--- config.mk ---
export PLATFORM = sky130hd
export DESIGN_NAME = point_to_display_region_mapper_core_flat
export DESIGN_NICKNAME = d
export VERILOG_FILES = /design/src/hdl/pdrm_pkg.sv /design/src/hdl/pdrm_if.sv /design/src/hdl/pdrm_ram.sv /design/src/hdl/pdrm_dpath.sv /design/src/hdl/pdrm_ctrl.sv /design/src/hdl/point_to_display_region_mapper_core.sv /design/src/flat_wrapper.sv
export SDC_FILE = /design/constraint.sdc
export NUM_CORES = 2
export LEC_CHECK = 0
export BUFFER_PORTS_ARGS = -buffer_cell sky130_fd_sc_hd__buf_2
export CAP_MARGIN = 20
export CORE_ASPECT_RATIO = 1.1
export CORE_MARGIN = 2
export CORE_UTILIZATION = 63
export DETAILED_ROUTE_END_ITERATION = 8
export PLACE_DENSITY = 0.8
export SYNTH_ARGS = -nofsm -noshare
export SYNTH_HDL_FRONTEND = slang
export SYNTH_HIERARCHICAL = 1
export SYNTH_SLANG_ARGS = --single-unit
--- constraint.sdc ---
create_clock -name clk -period 17.9 [get_ports clk]
set_input_delay 1.79 -clock clk [delete_from_list [all_inputs] [get_ports clk]]
set_output_delay 1.79 -clock clk [all_outputs]
set_load 0.01 [all_outputs]
--- src/hdl/pdrm_pkg.sv ---
// ----------------------------------------------------------------------------
// pdrm_pkg
// Shared types, widths and codes of the point to display region mapper.
// ----------------------------------------------------------------------------
package pdrm_pkg;

  localparam int ENTRIES_DEF = 8;
  localparam int CFG_W       = 4;
  localparam int SLOT_W      = 3;
  localparam int COORD_W     = 16;
  localparam int SIZE_W      = 15;
  localparam int OUT_W       = 17;
  localparam int HOW_W       = 2;
  localparam int DIV_STEPS   = 16;
  localparam int DCNT_W      = 4;

  localparam logic [HOW_W-1:0] HOW_NONE     = 2'd0;
  localparam logic [HOW_W-1:0] HOW_LOGICAL  = 2'd1;
  localparam logic [HOW_W-1:0] HOW_DEVICE   = 2'd2;
  localparam logic [HOW_W-1:0] HOW_FALLBACK = 2'd3;

  typedef struct packed {
    logic signed [COORD_W-1:0] lx;
    logic signed [COORD_W-1:0] ly;
    logic [SIZE_W-1:0]         lw;
    logic [SIZE_W-1:0]         lh;
    logic signed [COORD_W-1:0] ox;
    logic signed [COORD_W-1:0] oy;
    logic [SIZE_W-1:0]         pw;
    logic [SIZE_W-1:0]         ph;
  } region_t;

  localparam int REGION_W = $bits(region_t);

  // Commands from the controller to the datapath.
  typedef struct packed {
    logic             load;
    logic             load_pt;
    logic             clr;
    logic             eval;
    logic             dev;
    logic             mul;
    logic             dstart;
    logic             dstep;
    logic             finish;
    logic [HOW_W-1:0] how;
  } ctrl_t;

  typedef struct packed {
    logic hit;
    logic found;
  } stat_t;

endpackage

--- src/hdl/pdrm_if.sv ---
// ----------------------------------------------------------------------------
// pdrm_if
// Valid/ready channels for input items and result items.
// ----------------------------------------------------------------------------
interface pdrm_in_if;
  logic                                  valid;
  logic                                  ready;
  logic                                  mode;
  logic [pdrm_pkg::SLOT_W-1:0]           slot;
  logic signed [pdrm_pkg::COORD_W-1:0]   region_x;
  logic signed [pdrm_pkg::COORD_W-1:0]   region_y;
  logic [pdrm_pkg::SIZE_W-1:0]           region_w;
  logic [pdrm_pkg::SIZE_W-1:0]           region_h;
  logic signed [pdrm_pkg::COORD_W-1:0]   origin_x;
  logic signed [pdrm_pkg::COORD_W-1:0]   origin_y;
  logic [pdrm_pkg::SIZE_W-1:0]           pixel_w;
  logic [pdrm_pkg::SIZE_W-1:0]           pixel_h;
  logic signed [pdrm_pkg::COORD_W-1:0]   point_x;
  logic signed [pdrm_pkg::COORD_W-1:0]   point_y;

  modport source (output valid, mode, slot, region_x, region_y, region_w, region_h,
                  origin_x, origin_y, pixel_w, pixel_h, point_x, point_y, input ready);
  modport sink (input valid, mode, slot, region_x, region_y, region_w, region_h,
                origin_x, origin_y, pixel_w, pixel_h, point_x, point_y, output ready);
endinterface

interface pdrm_out_if;
  logic                              valid;
  logic                              ready;
  logic signed [pdrm_pkg::OUT_W-1:0] mapped_x;
  logic signed [pdrm_pkg::OUT_W-1:0] mapped_y;
  logic [pdrm_pkg::HOW_W-1:0]        how_mapped;

  modport source (output valid, mapped_x, mapped_y, how_mapped, input ready);
  modport sink (input valid, mapped_x, mapped_y, how_mapped, output ready);
endinterface

--- src/hdl/pdrm_ram.sv ---
// ----------------------------------------------------------------------------
// pdrm_ram
// Generic single-port-write, registered-read RAM.
// ----------------------------------------------------------------------------
module pdrm_ram #(
  parameter int WIDTH = 8,
  parameter int DEPTH = 8,
  parameter int AW    = (DEPTH > 1) ? $clog2(DEPTH) : 1
) (
  input  logic             clk,
  input  logic             we,
  input  logic [AW-1:0]    waddr,
  input  logic [WIDTH-1:0] wdata,
  input  logic [AW-1:0]    raddr,
  output logic [WIDTH-1:0] rdata
);

  logic [WIDTH-1:0] mem [DEPTH];

  always_ff @(posedge clk) begin
    if (we) begin
      mem[waddr] <= wdata;
    end
    rdata <= mem[raddr];
  end

endmodule

--- src/hdl/pdrm_dpath.sv ---
// ----------------------------------------------------------------------------
// pdrm_dpath
// Region table, entry compare, scale multiplier, serial dividers, result.
// ----------------------------------------------------------------------------
module pdrm_dpath #(
  parameter int ENTRIES = pdrm_pkg::ENTRIES_DEF,
  parameter int AW      = (ENTRIES > 1) ? $clog2(ENTRIES) : 1
) (
  input  logic                                clk,
  input  pdrm_pkg::ctrl_t                     cmd,
  input  logic [AW-1:0]                       raddr,
  input  logic [pdrm_pkg::SLOT_W-1:0]         slot,
  input  pdrm_pkg::region_t                   wregion,
  input  logic signed [pdrm_pkg::COORD_W-1:0] point_x,
  input  logic signed [pdrm_pkg::COORD_W-1:0] point_y,
  output pdrm_pkg::stat_t                     stat,
  output logic signed [pdrm_pkg::OUT_W-1:0]   mapped_x,
  output logic signed [pdrm_pkg::OUT_W-1:0]   mapped_y,
  output logic [pdrm_pkg::HOW_W-1:0]          how_mapped
);

  localparam int SW = pdrm_pkg::SIZE_W;
  localparam int CW = pdrm_pkg::COORD_W;
  localparam int OW = pdrm_pkg::OUT_W;

  pdrm_pkg::region_t rd;
  pdrm_pkg::region_t sel;
  logic [6:0]        slot_wide;
  logic              slot_ok;
  logic signed [CW-1:0] px;
  logic signed [CW-1:0] py;
  logic              found;
  logic [OW-1:0]     best_dist;
  logic [SW-1:0]     offx;
  logic [SW-1:0]     offy;
  logic [2*SW-1:0]   prodx;
  logic [2*SW-1:0]   prody;
  logic [SW-1:0]     remx;
  logic [SW-1:0]     remy;
  logic [15:0]       qx;
  logic [15:0]       qy;

  assign slot_wide = {{(7 - pdrm_pkg::SLOT_W){1'b0}}, slot};
  assign slot_ok   = slot_wide < 7'(ENTRIES);

  pdrm_ram #(.WIDTH(pdrm_pkg::REGION_W), .DEPTH(ENTRIES), .AW(AW)) u_table (
    .clk   (clk),
    .we    (cmd.load && slot_ok),
    .waddr (slot_wide[AW-1:0]),
    .wdata (wregion),
    .raddr (raddr),
    .rdata (rd)
  );

  // Entry compare on the word just read.
  logic signed [OW-1:0] dx;
  logic signed [OW-1:0] dy;
  logic          usable;
  logic          in_log;
  logic          in_pix;
  logic [OW-1:0] distx;
  logic [OW-1:0] disty;
  logic [OW-1:0] ovr_dist;
  logic          better;

  always_comb begin
    dx     = OW'(px) - OW'(rd.lx);
    dy     = OW'(py) - OW'(rd.ly);
    usable = (rd.lw != '0) && (rd.lh != '0);
    in_log = !dx[OW-1] && (dx[15:0] < {1'b0, rd.lw})
          && !dy[OW-1] && (dy[15:0] < {1'b0, rd.lh});
    in_pix = !dx[OW-1] && (dx[15:0] < {1'b0, rd.pw})
          && !dy[OW-1] && (dy[15:0] < {1'b0, rd.ph});
    distx  = (dx[15:0] >= {1'b0, rd.lw}) ?
             ({1'b0, dx[15:0]} - {2'b0, rd.lw} + OW'(1)) : '0;
    disty  = (dy[15:0] >= {1'b0, rd.lh}) ?
             ({1'b0, dy[15:0]} - {2'b0, rd.lh} + OW'(1)) : '0;
    ovr_dist = distx + disty;
    better = usable && in_pix && (!found || (ovr_dist < best_dist));
    stat.hit   = cmd.dev ? better : (usable && in_log);
    stat.found = found;
  end

  // Rounded scale: (off * pix + log / 2) / log, quotient below 2^15.
  logic [2*SW:0] numx;
  logic [2*SW:0] numy;
  logic [SW:0]   trialx;
  logic [SW:0]   trialy;
  logic          gex;
  logic          gey;
  logic [SW:0]   subx;
  logic [SW:0]   suby;

  always_comb begin
    numx   = {1'b0, prodx} + {{(SW + 2){1'b0}}, sel.lw[SW-1:1]};
    numy   = {1'b0, prody} + {{(SW + 2){1'b0}}, sel.lh[SW-1:1]};
    trialx = {remx, qx[15]};
    trialy = {remy, qy[15]};
    gex    = trialx >= {1'b0, sel.lw};
    gey    = trialy >= {1'b0, sel.lh};
    subx   = trialx - {1'b0, sel.lw};
    suby   = trialy - {1'b0, sel.lh};
  end

  always_ff @(posedge clk) begin
    if (cmd.load_pt) begin
      px <= point_x;
      py <= point_y;
    end
    if (cmd.clr) begin
      found <= 1'b0;
    end else if (cmd.eval && stat.hit) begin
      found     <= 1'b1;
      sel       <= rd;
      best_dist <= ovr_dist;
      offx      <= dx[SW-1:0];
      offy      <= dy[SW-1:0];
    end
    if (cmd.mul) begin
      prodx <= offx * sel.pw;
      prody <= offy * sel.ph;
    end
    if (cmd.dstart) begin
      remx <= numx[2*SW:16];
      remy <= numy[2*SW:16];
      qx   <= numx[15:0];
      qy   <= numy[15:0];
    end else if (cmd.dstep) begin
      remx <= gex ? subx[SW-1:0] : trialx[SW-1:0];
      remy <= gey ? suby[SW-1:0] : trialy[SW-1:0];
      qx   <= {qx[14:0], gex};
      qy   <= {qy[14:0], gey};
    end
    if (cmd.finish) begin
      how_mapped <= cmd.how;
      if (!found) begin
        mapped_x <= OW'(px);
        mapped_y <= OW'(py);
      end else if (cmd.dev) begin
        mapped_x <= OW'(sel.ox) + OW'(offx);
        mapped_y <= OW'(sel.oy) + OW'(offy);
      end else begin
        mapped_x <= OW'(sel.ox) + OW'(qx);
        mapped_y <= OW'(sel.oy) + OW'(qy);
      end
    end
  end

endmodule

--- src/hdl/pdrm_ctrl.sv ---
// ----------------------------------------------------------------------------
// pdrm_ctrl
// Sequencer: table scan passes, convention order, divide steps, handshakes.
// ----------------------------------------------------------------------------
module pdrm_ctrl #(
  parameter int ENTRIES = pdrm_pkg::ENTRIES_DEF,
  parameter int AW      = (ENTRIES > 1) ? $clog2(ENTRIES) : 1,
  parameter int CW      = $clog2(ENTRIES + 1)
) (
  input  logic                         clk,
  input  logic                         rst,
  input  logic                         in_valid,
  input  logic                         in_mode,
  output logic                         in_ready,
  output logic                         out_valid,
  input  logic                         out_ready,
  input  logic                         cfg_we,
  input  logic [pdrm_pkg::CFG_W-1:0]   cfg_data,
  input  pdrm_pkg::stat_t              stat,
  output pdrm_pkg::ctrl_t              cmd,
  output logic [AW-1:0]                raddr
);

  localparam logic [2:0] S_IDLE = 3'd0;
  localparam logic [2:0] S_RD   = 3'd1;
  localparam logic [2:0] S_EV   = 3'd2;
  localparam logic [2:0] S_MUL  = 3'd3;
  localparam logic [2:0] S_DST  = 3'd4;
  localparam logic [2:0] S_DIV  = 3'd5;
  localparam logic [2:0] S_FIN  = 3'd6;

  logic [2:0]                  state;
  logic [2:0]                  state_next;
  logic [pdrm_pkg::CFG_W-1:0]  entries_in_use;
  logic [CW-1:0]               idx;
  logic [CW-1:0]               idx_next;
  logic [CW-1:0]               count;
  logic [pdrm_pkg::DCNT_W-1:0] dcnt;
  logic                        dev;
  logic                        dev_next;
  logic                        first;
  logic                        first_next;
  logic                        sticky;
  logic                        in_acc;
  logic                        fin_go;

  always_comb begin
    if (7'(entries_in_use) > 7'(ENTRIES)) begin
      count = CW'(ENTRIES);
    end else begin
      count = CW'(entries_in_use);
    end
  end

  assign in_ready = (state == S_IDLE);
  assign in_acc   = in_valid && in_ready;
  assign fin_go   = (state == S_FIN) && (!out_valid || out_ready);
  assign raddr    = idx[AW-1:0];

  always_comb begin
    state_next = state;
    idx_next   = idx;
    dev_next   = dev;
    first_next = first;
    cmd        = '0;
    cmd.dev    = dev;
    unique case (state)
      S_IDLE: begin
        cmd.load    = in_acc && !in_mode;
        cmd.load_pt = in_acc && in_mode;
        if (in_acc && in_mode) begin
          cmd.clr    = 1'b1;
          idx_next   = '0;
          dev_next   = sticky;
          first_next = 1'b1;
          state_next = S_RD;
        end
      end
      S_RD: begin
        if (idx >= count) begin
          // End of a pass: map, try the other convention, or give up.
          if (stat.found) begin
            state_next = dev ? S_FIN : S_MUL;
          end else if (first) begin
            cmd.clr    = 1'b1;
            dev_next   = !dev;
            first_next = 1'b0;
            idx_next   = '0;
          end else begin
            state_next = S_FIN;
          end
        end else begin
          state_next = S_EV;
        end
      end
      S_EV: begin
        cmd.eval = 1'b1;
        if (!dev && stat.hit) begin
          state_next = S_MUL;
        end else begin
          idx_next   = idx + CW'(1);
          state_next = S_RD;
        end
      end
      S_MUL: begin
        cmd.mul    = 1'b1;
        state_next = S_DST;
      end
      S_DST: begin
        cmd.dstart = 1'b1;
        state_next = S_DIV;
      end
      S_DIV: begin
        cmd.dstep = 1'b1;
        if (dcnt == pdrm_pkg::DCNT_W'(pdrm_pkg::DIV_STEPS - 1)) begin
          state_next = S_FIN;
        end
      end
      S_FIN: begin
        cmd.finish = fin_go;
        if (!stat.found) begin
          cmd.how = pdrm_pkg::HOW_NONE;
        end else if (dev) begin
          cmd.how = pdrm_pkg::HOW_DEVICE;
        end else if (sticky) begin
          cmd.how = pdrm_pkg::HOW_FALLBACK;
        end else begin
          cmd.how = pdrm_pkg::HOW_LOGICAL;
        end
        if (fin_go) begin
          state_next = S_IDLE;
        end
      end
      default: begin
        state_next = S_IDLE;
      end
    endcase
  end

  always_ff @(posedge clk) begin
    if (rst) begin
      state          <= S_IDLE;
      entries_in_use <= '0;
      sticky         <= 1'b0;
      out_valid      <= 1'b0;
      idx            <= '0;
      dcnt           <= '0;
      dev            <= 1'b0;
      first          <= 1'b0;
    end else begin
      state <= state_next;
      idx   <= idx_next;
      dev   <= dev_next;
      first <= first_next;
      if (cfg_we) begin
        entries_in_use <= cfg_data;
      end
      if (state == S_DIV) begin
        dcnt <= dcnt + pdrm_pkg::DCNT_W'(1);
      end else begin
        dcnt <= '0;
      end
      if (fin_go && stat.found && dev) begin
        sticky <= 1'b1;
      end
      if (fin_go) begin
        out_valid <= 1'b1;
      end else if (out_ready) begin
        out_valid <= 1'b0;
      end
    end
  end

  // The convention flag never returns to logical-first once set.
  a_sticky_holds: assert property (@(posedge clk) disable iff (rst) !$fell(sticky))
    else $error("device-local flag cleared");

  // A query needs at least one scan step before any result can appear.
  a_no_instant_result: assert property (@(posedge clk) disable iff (rst)
    (in_acc && in_mode) |=> !fin_go)
    else $error("result issued right after query");

  // Finishing a query always presents a result in the next cycle.
  a_fin_valid: assert property (@(posedge clk) disable iff (rst)
    fin_go |=> (out_valid && (state == S_IDLE)))
    else $error("finished query left no result");

  // The divider only runs after a logical hit.
  a_div_found: assert property (@(posedge clk) disable iff (rst)
    (state == S_DIV) |-> (stat.found && !dev))
    else $error("divide without a logical hit");

endmodule

--- src/hdl/point_to_display_region_mapper_core.sv ---
// ----------------------------------------------------------------------------
// point_to_display_region_mapper_core
// Maps points to pixel coordinates through a table of display regions.
// ----------------------------------------------------------------------------
// A load item (mode 0) writes one table entry, a slot at or beyond ENTRIES
// being ignored, and gives no result. A query item (mode 1) scans the first
// entries_in_use entries, no more than ENTRIES, once for the convention tried
// first and, on a miss, once more for the other; a logical pass stops at its
// first hit. A logical hit then runs a multiply, a divider setup and 16
// divide steps on the rounded scale, both axes in parallel, and a final step
// loads the result. The input is taken only while the sequencer is idle; the
// result waits in an output register, loads are accepted meanwhile, and a
// result that is not taken holds the next query in its finishing step.
module point_to_display_region_mapper_core #(
  parameter int ENTRIES = pdrm_pkg::ENTRIES_DEF
) (
  input  logic                       clk,
  input  logic                       rst,
  pdrm_in_if.sink                    in_ch,
  pdrm_out_if.source                 out_ch,
  input  logic                       cfg_we,
  input  logic [pdrm_pkg::CFG_W-1:0] cfg_data
);

  localparam int AW = (ENTRIES > 1) ? $clog2(ENTRIES) : 1;
  localparam int CW = $clog2(ENTRIES + 1);

  pdrm_pkg::ctrl_t   cmd;
  pdrm_pkg::stat_t   stat;
  pdrm_pkg::region_t wregion;
  logic [AW-1:0]     raddr;

  always_comb begin
    wregion.lx = in_ch.region_x;
    wregion.ly = in_ch.region_y;
    wregion.lw = in_ch.region_w;
    wregion.lh = in_ch.region_h;
    wregion.ox = in_ch.origin_x;
    wregion.oy = in_ch.origin_y;
    wregion.pw = in_ch.pixel_w;
    wregion.ph = in_ch.pixel_h;
  end

  pdrm_ctrl #(.ENTRIES(ENTRIES), .AW(AW), .CW(CW)) u_ctrl (
    .clk       (clk),
    .rst       (rst),
    .in_valid  (in_ch.valid),
    .in_mode   (in_ch.mode),
    .in_ready  (in_ch.ready),
    .out_valid (out_ch.valid),
    .out_ready (out_ch.ready),
    .cfg_we    (cfg_we),
    .cfg_data  (cfg_data),
    .stat      (stat),
    .cmd       (cmd),
    .raddr     (raddr)
  );

  pdrm_dpath #(.ENTRIES(ENTRIES), .AW(AW)) u_dpath (
    .clk        (clk),
    .cmd        (cmd),
    .raddr      (raddr),
    .slot       (in_ch.slot),
    .wregion    (wregion),
    .point_x    (in_ch.point_x),
    .point_y    (in_ch.point_y),
    .stat       (stat),
    .mapped_x   (out_ch.mapped_x),
    .mapped_y   (out_ch.mapped_y),
    .how_mapped (out_ch.how_mapped)
  );

endmodule
--- src/flat_wrapper.sv ---
// flat-port wrapper written by rule: the top's interface ports become plain ports
module point_to_display_region_mapper_core_flat 
#(
  parameter int ENTRIES = pdrm_pkg::ENTRIES_DEF
)
  (clk, rst, cfg_we, cfg_data, in_ch_valid, in_ch_mode, in_ch_slot, in_ch_region_x, in_ch_region_y, in_ch_region_w, in_ch_region_h, in_ch_origin_x, in_ch_origin_y, in_ch_pixel_w, in_ch_pixel_h, in_ch_point_x, in_ch_point_y, in_ch_ready, out_ch_valid, out_ch_mapped_x, out_ch_mapped_y, out_ch_how_mapped, out_ch_ready);
  pdrm_in_if in_ch_i ();
  pdrm_out_if out_ch_i ();
  input  logic clk;
  input  logic rst;
  input  logic cfg_we;
  input  logic [pdrm_pkg::CFG_W-1:0] cfg_data;
  input wire logic [$bits(in_ch_i.valid)-1:0] in_ch_valid;
  input wire logic [$bits(in_ch_i.mode)-1:0] in_ch_mode;
  input wire logic [$bits(in_ch_i.slot)-1:0] in_ch_slot;
  input wire logic [$bits(in_ch_i.region_x)-1:0] in_ch_region_x;
  input wire logic [$bits(in_ch_i.region_y)-1:0] in_ch_region_y;
  input wire logic [$bits(in_ch_i.region_w)-1:0] in_ch_region_w;
  input wire logic [$bits(in_ch_i.region_h)-1:0] in_ch_region_h;
  input wire logic [$bits(in_ch_i.origin_x)-1:0] in_ch_origin_x;
  input wire logic [$bits(in_ch_i.origin_y)-1:0] in_ch_origin_y;
  input wire logic [$bits(in_ch_i.pixel_w)-1:0] in_ch_pixel_w;
  input wire logic [$bits(in_ch_i.pixel_h)-1:0] in_ch_pixel_h;
  input wire logic [$bits(in_ch_i.point_x)-1:0] in_ch_point_x;
  input wire logic [$bits(in_ch_i.point_y)-1:0] in_ch_point_y;
  output wire logic [$bits(in_ch_i.ready)-1:0] in_ch_ready;
  output wire logic [$bits(out_ch_i.valid)-1:0] out_ch_valid;
  output wire logic [$bits(out_ch_i.mapped_x)-1:0] out_ch_mapped_x;
  output wire logic [$bits(out_ch_i.mapped_y)-1:0] out_ch_mapped_y;
  output wire logic [$bits(out_ch_i.how_mapped)-1:0] out_ch_how_mapped;
  input wire logic [$bits(out_ch_i.ready)-1:0] out_ch_ready;
  assign in_ch_i.valid = in_ch_valid;
  assign in_ch_i.mode = in_ch_mode;
  assign in_ch_i.slot = in_ch_slot;
  assign in_ch_i.region_x = in_ch_region_x;
  assign in_ch_i.region_y = in_ch_region_y;
  assign in_ch_i.region_w = in_ch_region_w;
  assign in_ch_i.region_h = in_ch_region_h;
  assign in_ch_i.origin_x = in_ch_origin_x;
  assign in_ch_i.origin_y = in_ch_origin_y;
  assign in_ch_i.pixel_w = in_ch_pixel_w;
  assign in_ch_i.pixel_h = in_ch_pixel_h;
  assign in_ch_i.point_x = in_ch_point_x;
  assign in_ch_i.point_y = in_ch_point_y;
  assign in_ch_ready = in_ch_i.ready;
  assign out_ch_valid = out_ch_i.valid;
  assign out_ch_mapped_x = out_ch_i.mapped_x;
  assign out_ch_mapped_y = out_ch_i.mapped_y;
  assign out_ch_how_mapped = out_ch_i.how_mapped;
  assign out_ch_i.ready = out_ch_ready;
  point_to_display_region_mapper_core #(.ENTRIES(ENTRIES)) u_core (.clk(clk), .rst(rst), .in_ch(in_ch_i), .out_ch(out_ch_i), .cfg_we(cfg_we), .cfg_data(cfg_data));
endmodule
======== After elaboration in Yosys (flattened, before gate mapping) ========
Memory sizes are Yosys's and may differ from the RTL's. A register that Yosys moved wholly into a read port is not among the register bits.
Index checks and enable logic that the tools add are counted.
storage, ports and cells
  memories ................................ 1
  logic and storage cells ................. 183
  RAM bits ................................ 992
  output and inout bits ................... 38
  flip-flop bits (word level) ............. 349
  input port bits ......................... 169
memory list
  name                        words  width  rd ports  clocked after memory_dff  wr ports  RTL line        text
  u_core.u_dpath.u_table.mem  8      124    1         1                         1         pdrm_ram.sv:18  logic [WIDTH-1:0] mem [DEPTH];
operators by class
  $lt $le $gt $ge ......................... 12
  eq/ne operators ......................... 15
  reduce and logical (&&, ||, !) cells .... 42
  $add $sub $neg .......................... 17
  multiply operators ...................... 2
  bitwise operators ....................... 4
  muxes and demuxes ....................... 60
operators with widths
  cell                                                             number
  17-bit two-way mux                                               6
  15-bit two-way mux                                               6
  16-bit by 15-bit >= comparator with 1-bit output                 4
  16-bit by 15-bit < comparator with 1-bit output                  4
  16-bit two-way mux                                               4
  30-bit by 14-bit adder with 31-bit output                        2
  15-bit by 15-bit multiplier with 30-bit output                   2
  16-bit by 16-bit adder with 17-bit output                        2
  17-bit by 1-bit adder with 17-bit output, second input constant  2
  17-bit by 16-bit adder with 17-bit output                        2
  16-bit by 15-bit subtractor with 17-bit output                   2
  16-bit by 16-bit subtractor with 17-bit output                   2
  15-bit nonzero test                                              2
  15-bit subtractor                                                2
  3-bit two-way mux                                                8
  4-bit two-way mux                                                6
  3-bit case mux with 7 select lines                               1
  1-bit two-way mux                                                20
  1-bit logical AND                                                19
  17-bit adder                                                     1
  17-bit < comparator                                              1
  2-bit != test, second input constant                             6
  4-bit case mux with 3 select lines                               1
  2-bit two-way mux                                                5
  other kinds (23)                                                 42

======== Longest topological paths before layout ========
  word-level depth ........................ 12
  mapped depth ............................ 44
  depth with buffers taken out ............ 44

======== Modules after synthesis ========
Netlist, hierarchy kept.
modules (own cells, without submodules)
  module      seq. area each (sq um)  cells an instance  instances  area each (sq um)
  pdrm_ram    32,271.0                1,571              1          39,775.6
  pdrm_dpath  9,899.5                 3,843              1          37,731.2
  pdrm_ctrl   380.4                   135                1          1,178.6

======== Worst setup path after synthesis ========
OpenSTA, ideal clock, no wires.
  kind .................................... register -> register
  start point ............................. register u_core.u_dpath.py[0]
  end point ............................... register u_core.u_dpath.best_dist[0], enable pin
  path buffers ............................ 0
  path slack .............................. 4.610 ns
  required time ........................... 17.261 ns
  library setup time ...................... 0.639 ns
  stages on the path, launching flop included .. 40
  arrival time ............................ 12.651 ns
  path through ............................ edfxtp_1 > inv_1 > ha_1 > fa_1 > nor2b_1 > o21ai_0 > a21boi_0 > o21ba_2 > nand2b_1 > a21o_1 > a21o_1 > a21oi_1 > xnor2_1 > ha_1 > inv_1 > fa_1 > o21ai_0 > nand3_1 > [4 not listed] > ha_1 > fa_1 > a211oi_1 > o211ai_1 > or3b_2 > a31oi_1 > nand3_1 > nand3b_1 > nand3_1 > nand2_1 > xnor3_1 > ha_1 > and4_1 > a221oi_1 > o21ai_0 > nor4_1 > a32oi_1 > nor2_1
on the way
  cells in the longest elaborated chain, start to end .. 11
  elaborated cells between the ends (all ways) .. 21
  classes of those cells .................. 4 x add/sub; 4 x order compare; 2 x mux; 11 x reduce/logical
RTL lines
  item                                              RTL line           text
  from (decl)                                       pdrm_dpath.sv:31   logic signed [CW-1:0] py;
  from (signal assigned)                            pdrm_dpath.sv:108  py <= point_y;
  16-bit by 16-bit subtractor with 17-bit output *  pdrm_dpath.sv:68   dy = OW'(py) - OW'(rd.ly);
  net u_core.u_dpath.dy[10]                         pdrm_dpath.sv:57   logic signed [OW-1:0] dy;
  16-bit by 15-bit subtractor with 17-bit output    pdrm_dpath.sv:77   ({1'b0, dy[15:0]} - {2'b0, rd.lh} + OW'(1)) : '0;
  17-bit by 1-bit adder with 17-bit output          pdrm_dpath.sv:77
  17-bit two-way mux *                              pdrm_dpath.sv:76   disty = (dy[15:0] >= {1'b0, rd.lh}) ?
  17-bit adder *                                    pdrm_dpath.sv:78   ovr_dist = distx + disty;
  net u_core.u_dpath.ovr_dist[16]                   pdrm_dpath.sv:63   logic [OW-1:0] ovr_dist;
  17-bit < comparator *                             pdrm_dpath.sv:79   better = usable && in_pix && (!found || (ovr_dist < best_dist));
  1-bit logical OR *                                pdrm_dpath.sv:79
  1-bit logical AND *                               pdrm_dpath.sv:79
  1-bit two-way mux *                               pdrm_dpath.sv:80   stat.hit = cmd.dev ? better : (usable && in_log);
  1-bit logical AND *                               pdrm_dpath.sv:112  end else if (cmd.eval && stat.hit) begin
  2-bit AND reduction (no source line) *            --
  to (signal assigned)                              pdrm_dpath.sv:115  best_dist <= ovr_dist;
  to (decl)                                         pdrm_dpath.sv:33   logic [OW-1:0] best_dist;
Mark *: on every way through the listed nets, which the timed path passes. The rest lies on a longest branch.
A chain may end at the register's enable or synchronous reset.

======== Final worst setup path ========
  start point ............................. register u_core.u_dpath.py[0]
  end point ............................... register u_core.u_dpath.offx[2], enable pin
on the way
  cells in the longest elaborated chain, start to end .. 11
  elaborated cells between the ends (all ways) .. 21
  classes of those cells .................. 4 x add/sub; 4 x order compare; 2 x mux; 11 x reduce/logical
RTL lines
  item                                              RTL line           text
  16-bit by 16-bit subtractor with 17-bit output *  pdrm_dpath.sv:68
  net u_core.u_dpath.dy[10]                         pdrm_dpath.sv:57
  16-bit by 15-bit subtractor with 17-bit output    pdrm_dpath.sv:77
  17-bit by 1-bit adder with 17-bit output          pdrm_dpath.sv:77
  17-bit two-way mux *                              pdrm_dpath.sv:76
  17-bit adder *                                    pdrm_dpath.sv:78
  net u_core.u_dpath.ovr_dist[16]                   pdrm_dpath.sv:63
  17-bit < comparator *                             pdrm_dpath.sv:79
  1-bit logical OR *                                pdrm_dpath.sv:79
  1-bit logical AND *                               pdrm_dpath.sv:79
  1-bit two-way mux *                               pdrm_dpath.sv:80
  1-bit logical AND *                               pdrm_dpath.sv:112
  2-bit AND reduction (no source line) *            --
  to (signal assigned)                              pdrm_dpath.sv:116  offx <= dx[SW-1:0];
  to (decl)                                         pdrm_dpath.sv:34   logic [SW-1:0] offx;
Marked as above.

==> metrics.cfg <==
[cts]
cts_resized = 0
post_cts_buffers = 0
cts-hold-fix-buffers = 0
cts_tree = built
clkTransAtPathRegs_ns = 0.07
numCtsBuffers = 143
clock_latency_ns = 0.79
cts_max_path_buffers = 3
cts.sinks = 1465
htreeDepth = 4
clockRootBuffer = clkbuf_16

[cells_and_area]
nets = 6780
multiInputGateArea_um2 = 33190
most-common-layout-cells = edfxtp_1, inv_1, ha_1
final_common_cell = edfxtp_1
final_area_um2 = 86070
syn_to_final_growth_pct = 9.385
utilization_pct = 69.19
seqCellArea_um2 = 42560
drive_above_1_share_pct = 16.01
fillers = 8094

[flow_run]
max_cap_viol_count = 0

[power]
power.leakage_nw = 32.82
pwr-share-comb_pct = 27.9
power.density_nw_per_um2 = 113.6
seqPwrFrac_pct = 41.8
power_w = 0.009781
power.switching_w = 0.003006
internal_power_w = 0.006775
ir_drop_mv = 0.1246
pwr-share-clk_pct = 30.3
swShare_pct = 30.74

[timing]
maxSlewViolCount = 0
fmax_mhz = 98.67
post-route-period-util_pct = 56.62
min_period_ns = 10.13
worst_slack_ns = 7.766
relSlewSlack_pct = 25.02
setup_viol = 0
skew_ns = 0.03523
tns_ns = 0
finalHoldViolations = 0
rsz0062_at_grt = false
tightestPinTransition_ns = 1.119

[synth]
synth_area_um2 = 78690
ys_ff_latch = 1465
avgSynthCellArea_um2 = 14.18
ys.flop_type = edfxtp_1
synth_cell_types = 106
synth_edf_count = 1321
synth_async_sr_flop_share_pct = 0
yosys_warnings = 6
synthesis.nets = 6549
syn_inst = 5549
ys_seq_area_share_pct = 54.08

[critical_path]
r2r_start = u_core/u_dpath/py[0]$_DFFE_PP_
r2r_cells = 42
critPathLaunchType = flip-flop
critPathRequiredTime_ns = 18.33
critPathMaxStageDelay_ns = 0.62
cp_max_fo = 62
r2r_slack_ns = 7.77
critPathKind = flip-flop to flip-flop
end_kind = flip-flop
cp.arrival_ns = 10.57
critical_path.slowest_cell = buf_4
r2r-end = u_core/u_dpath/offx[2]$_DFFE_PP_
critPathMostFrequentCell = ha_1

[die]
die_area_um2 = 127700
row_count = 136
fp.dieW_um = 341.0
initial_core_util_pct = 63.26
core-area_um2 = 124400
die_h_um = 374.7
ios = 207

[placement]
placed_area_um2 = 81430
pre_cts_ws_ns = 7.679
numPortBuffers = 206
place_congestion = 0.9638
post-dp-hpwl_um = 134600

[drt]
routed_wl_um = 200000
vias_per_cell = 6.326
drtIter0Drc = 5004
route.detailed.drc = 0
num_vias = 47850
ant_nets = 0
drtPass1Iterations = 6
wl_per_cell_um = 26.45

[min_path]
holdPathEnd = u_core/u_dpath/sel[54]$_DFFE_PP_
hold_path.startpoint = u_core/u_dpath/u_table/rdata[54]$_DFF_P_
hold_path_class = flip-flop to flip-flop
hold_path_depth = 0

[grt]
use_met1_pct = 43.64
overflow = 0
grt_most_used_layer = met2
grt_max_degree = 105
antenna_found_initial = 39
gr-usage-met2_pct = 50.79
grt_pass1_wl_um = 301600
grt_use_met3_pct = 6.488
grt_pass1_vias = 48890
grt.total_usage_pct = 31.77

[status]
status = finished clean

==> final cells by class <==
cell class | instances | area share [%]
Antenna cell | 13 | 0.03780
Clock buffer | 188 | 4.518
Clock inverter | 72 | 0.7894
Inverter | 563 | 2.455
Multi-Input combinational cell | 3346 | 38.57
Sequential cell | 1465 | 49.45
Tap cell | 1656 | 2.407
Timing Repair Buffer | 261 | 1.774
==> power by group through the flow <==
stage               Combinational [W]  Sequential [W]  Clock, W
floorplan                     0.00203         0.00410         0
global placement              0.00259         0.00415         0
detailed placement            0.00267         0.00415         0
CTS                           0.00270         0.00408   0.00299
global route                  0.00303         0.00409   0.00311
finish                        0.00273         0.00409   0.00296
==> cell usage after synthesis, types with 14 or more instances <==
cell type / number / area (um2)
fa_1: 359 / 7187
buf_6: 27 / 304.0
nand2_1: 414 / 1554
o21a_1: 47 / 352.8
and2_1: 204 / 1276
mux2_2: 148 / 1667
nand2b_1: 46 / 287.8
nor2_1: 183 / 686.9
or3_1: 19 / 118.9
and3_1: 28 / 175.2
o21bai_1: 30 / 225.2
nor3_1: 63 / 315.3
edfxtp_1: 1321 / 39670
buf_2: 14 / 70.07
o21ai_0: 125 / 625.6
a21oi_1: 200 / 1001
xor2_1: 77 / 674.4
o21ai_1: 15 / 75.07
nand4_1: 21 / 131.4
o211ai_1: 15 / 112.6
clkbuf_1: 106 / 397.9
a211oi_1: 35 / 262.8
buf_1: 20 / 75.07
nor2b_1: 48 / 300.3
mux4_2: 248 / 5585
dfxtp_1: 144 / 2883
ha_1: 472 / 5906
xnor2_1: 139 / 1217
a21o_1: 71 / 533.0
mux2i_1: 41 / 410.4
a31oi_1: 27 / 168.9
nand3_1: 49 / 245.2
inv_1: 562 / 2110
==> per-layer routing <==
| metal | part of all wire (%) | wire length, um | vias up |
|---|---|---|---|
| met5 | 0.14 | 278 | - |
| met4 | 3.5 | 7097 | 42 |
| met3 | 9.2 | 18320 | 443 |
| met2 | 48 | 95980 | 2320 |
| met1 | 39 | 78360 | 24410 |
| li1 | - | - | 20640 |
==> worst max path at each step <==
stage	from	cells after the start	endpoint	slack, ns
3_3_place_gp	u_core/u_dpath/u_table/rdata[109]$_DFF_P_	39	u_core/u_dpath/sel[22]$_DFFE_PP_	7.93
5_1_grt	u_core/u_dpath/py[0]$_DFFE_PP_	42	u_core/u_dpath/offx[2]$_DFFE_PP_	7.00
4_1_cts	u_core/u_dpath/px[5]$_DFFE_PP_	37	u_core/u_dpath/sel[22]$_DFFE_PP_	7.53
2_1_floorplan	u_core/u_dpath/py[0]$_DFFE_PP_	39	u_core/u_dpath/best_dist[0]$_DFFE_PP_	4.61
6_report	u_core/u_dpath/py[0]$_DFFE_PP_	42	u_core/u_dpath/offx[2]$_DFFE_PP_	7.77
3_5_place_dp	u_core/u_dpath/py[0]$_DFFE_PP_	41	u_core/u_dpath/sel[50]$_DFFE_PP_	7.68
==> state kept, by name, indices dropped and copies added, names as in the netlist, 3 cells and up <==
| name | flops |
|---|---|
| u_core/u_dpath/prody | 30 |
| u_core/u_dpath/u_table/mem | 992 |
| u_core/u_dpath/sel | 92 |
| u_core/u_dpath/u_table/rdata | 124 |
| u_core/u_dpath/prodx | 30 |
| u_core/u_dpath/offx | 15 |
| u_core/u_dpath/remy | 15 |
| u_core/u_dpath/best_dist | 17 |
| u_core/u_ctrl/state | 3 |
| u_core/u_dpath/qy | 16 |
| u_core/u_dpath/offy | 15 |
| u_core/u_ctrl/dcnt | 4 |
| u_core/u_dpath/mapped_x | 17 |
| u_core/u_ctrl/idx | 4 |
| u_core/u_dpath/px | 16 |
| u_core/u_dpath/qx | 16 |
| u_core/u_dpath/py | 16 |
| u_core/u_dpath/mapped_y | 17 |
| u_core/u_ctrl/entries_in_use | 4 |
| u_core/u_dpath/remx | 15 |
==> critical path, delay by kind of cell, from the launching register on <==
| family | cells | cell delay [ns] |
|---|---|---|
| AO/OA/AOI/OAI | 16 | 3.00 |
| AND/OR/NAND/NOR | 12 | 2.17 |
| adder cells (fa/ha/maj) | 7 | 1.98 |
| buffers and inverters | 5 | 1.48 |
| flip-flops | 1 | 0.37 |
| XOR/XNOR | 2 | 0.69 |
==> cell families after synthesis <==
logic type               count (synthesis)  share of synthesized area [%]
flip-flops                            1465                          54.08
AND/OR/NAND/NOR                       1141                          7.138
adder cells (fa/ha/maj)                831                          16.64
buffers and inverters                  738                          3.839
AO/OA/AOI/OAI                          718                          6.097
multiplexers                           438                          9.757
XOR/XNOR                               218                          2.454
==> metrics by stage <==
stage	cells	hold slack (ns)
after CTS	7548	0.4026
after global routing	7557	0.4064
after global placement	7288	0.4023
after floorplan	5549	0.3855
final	7564	0.3962
after detailed placement	7288	0.3964
Note: power is estimated with default switching activity, not from simulation.
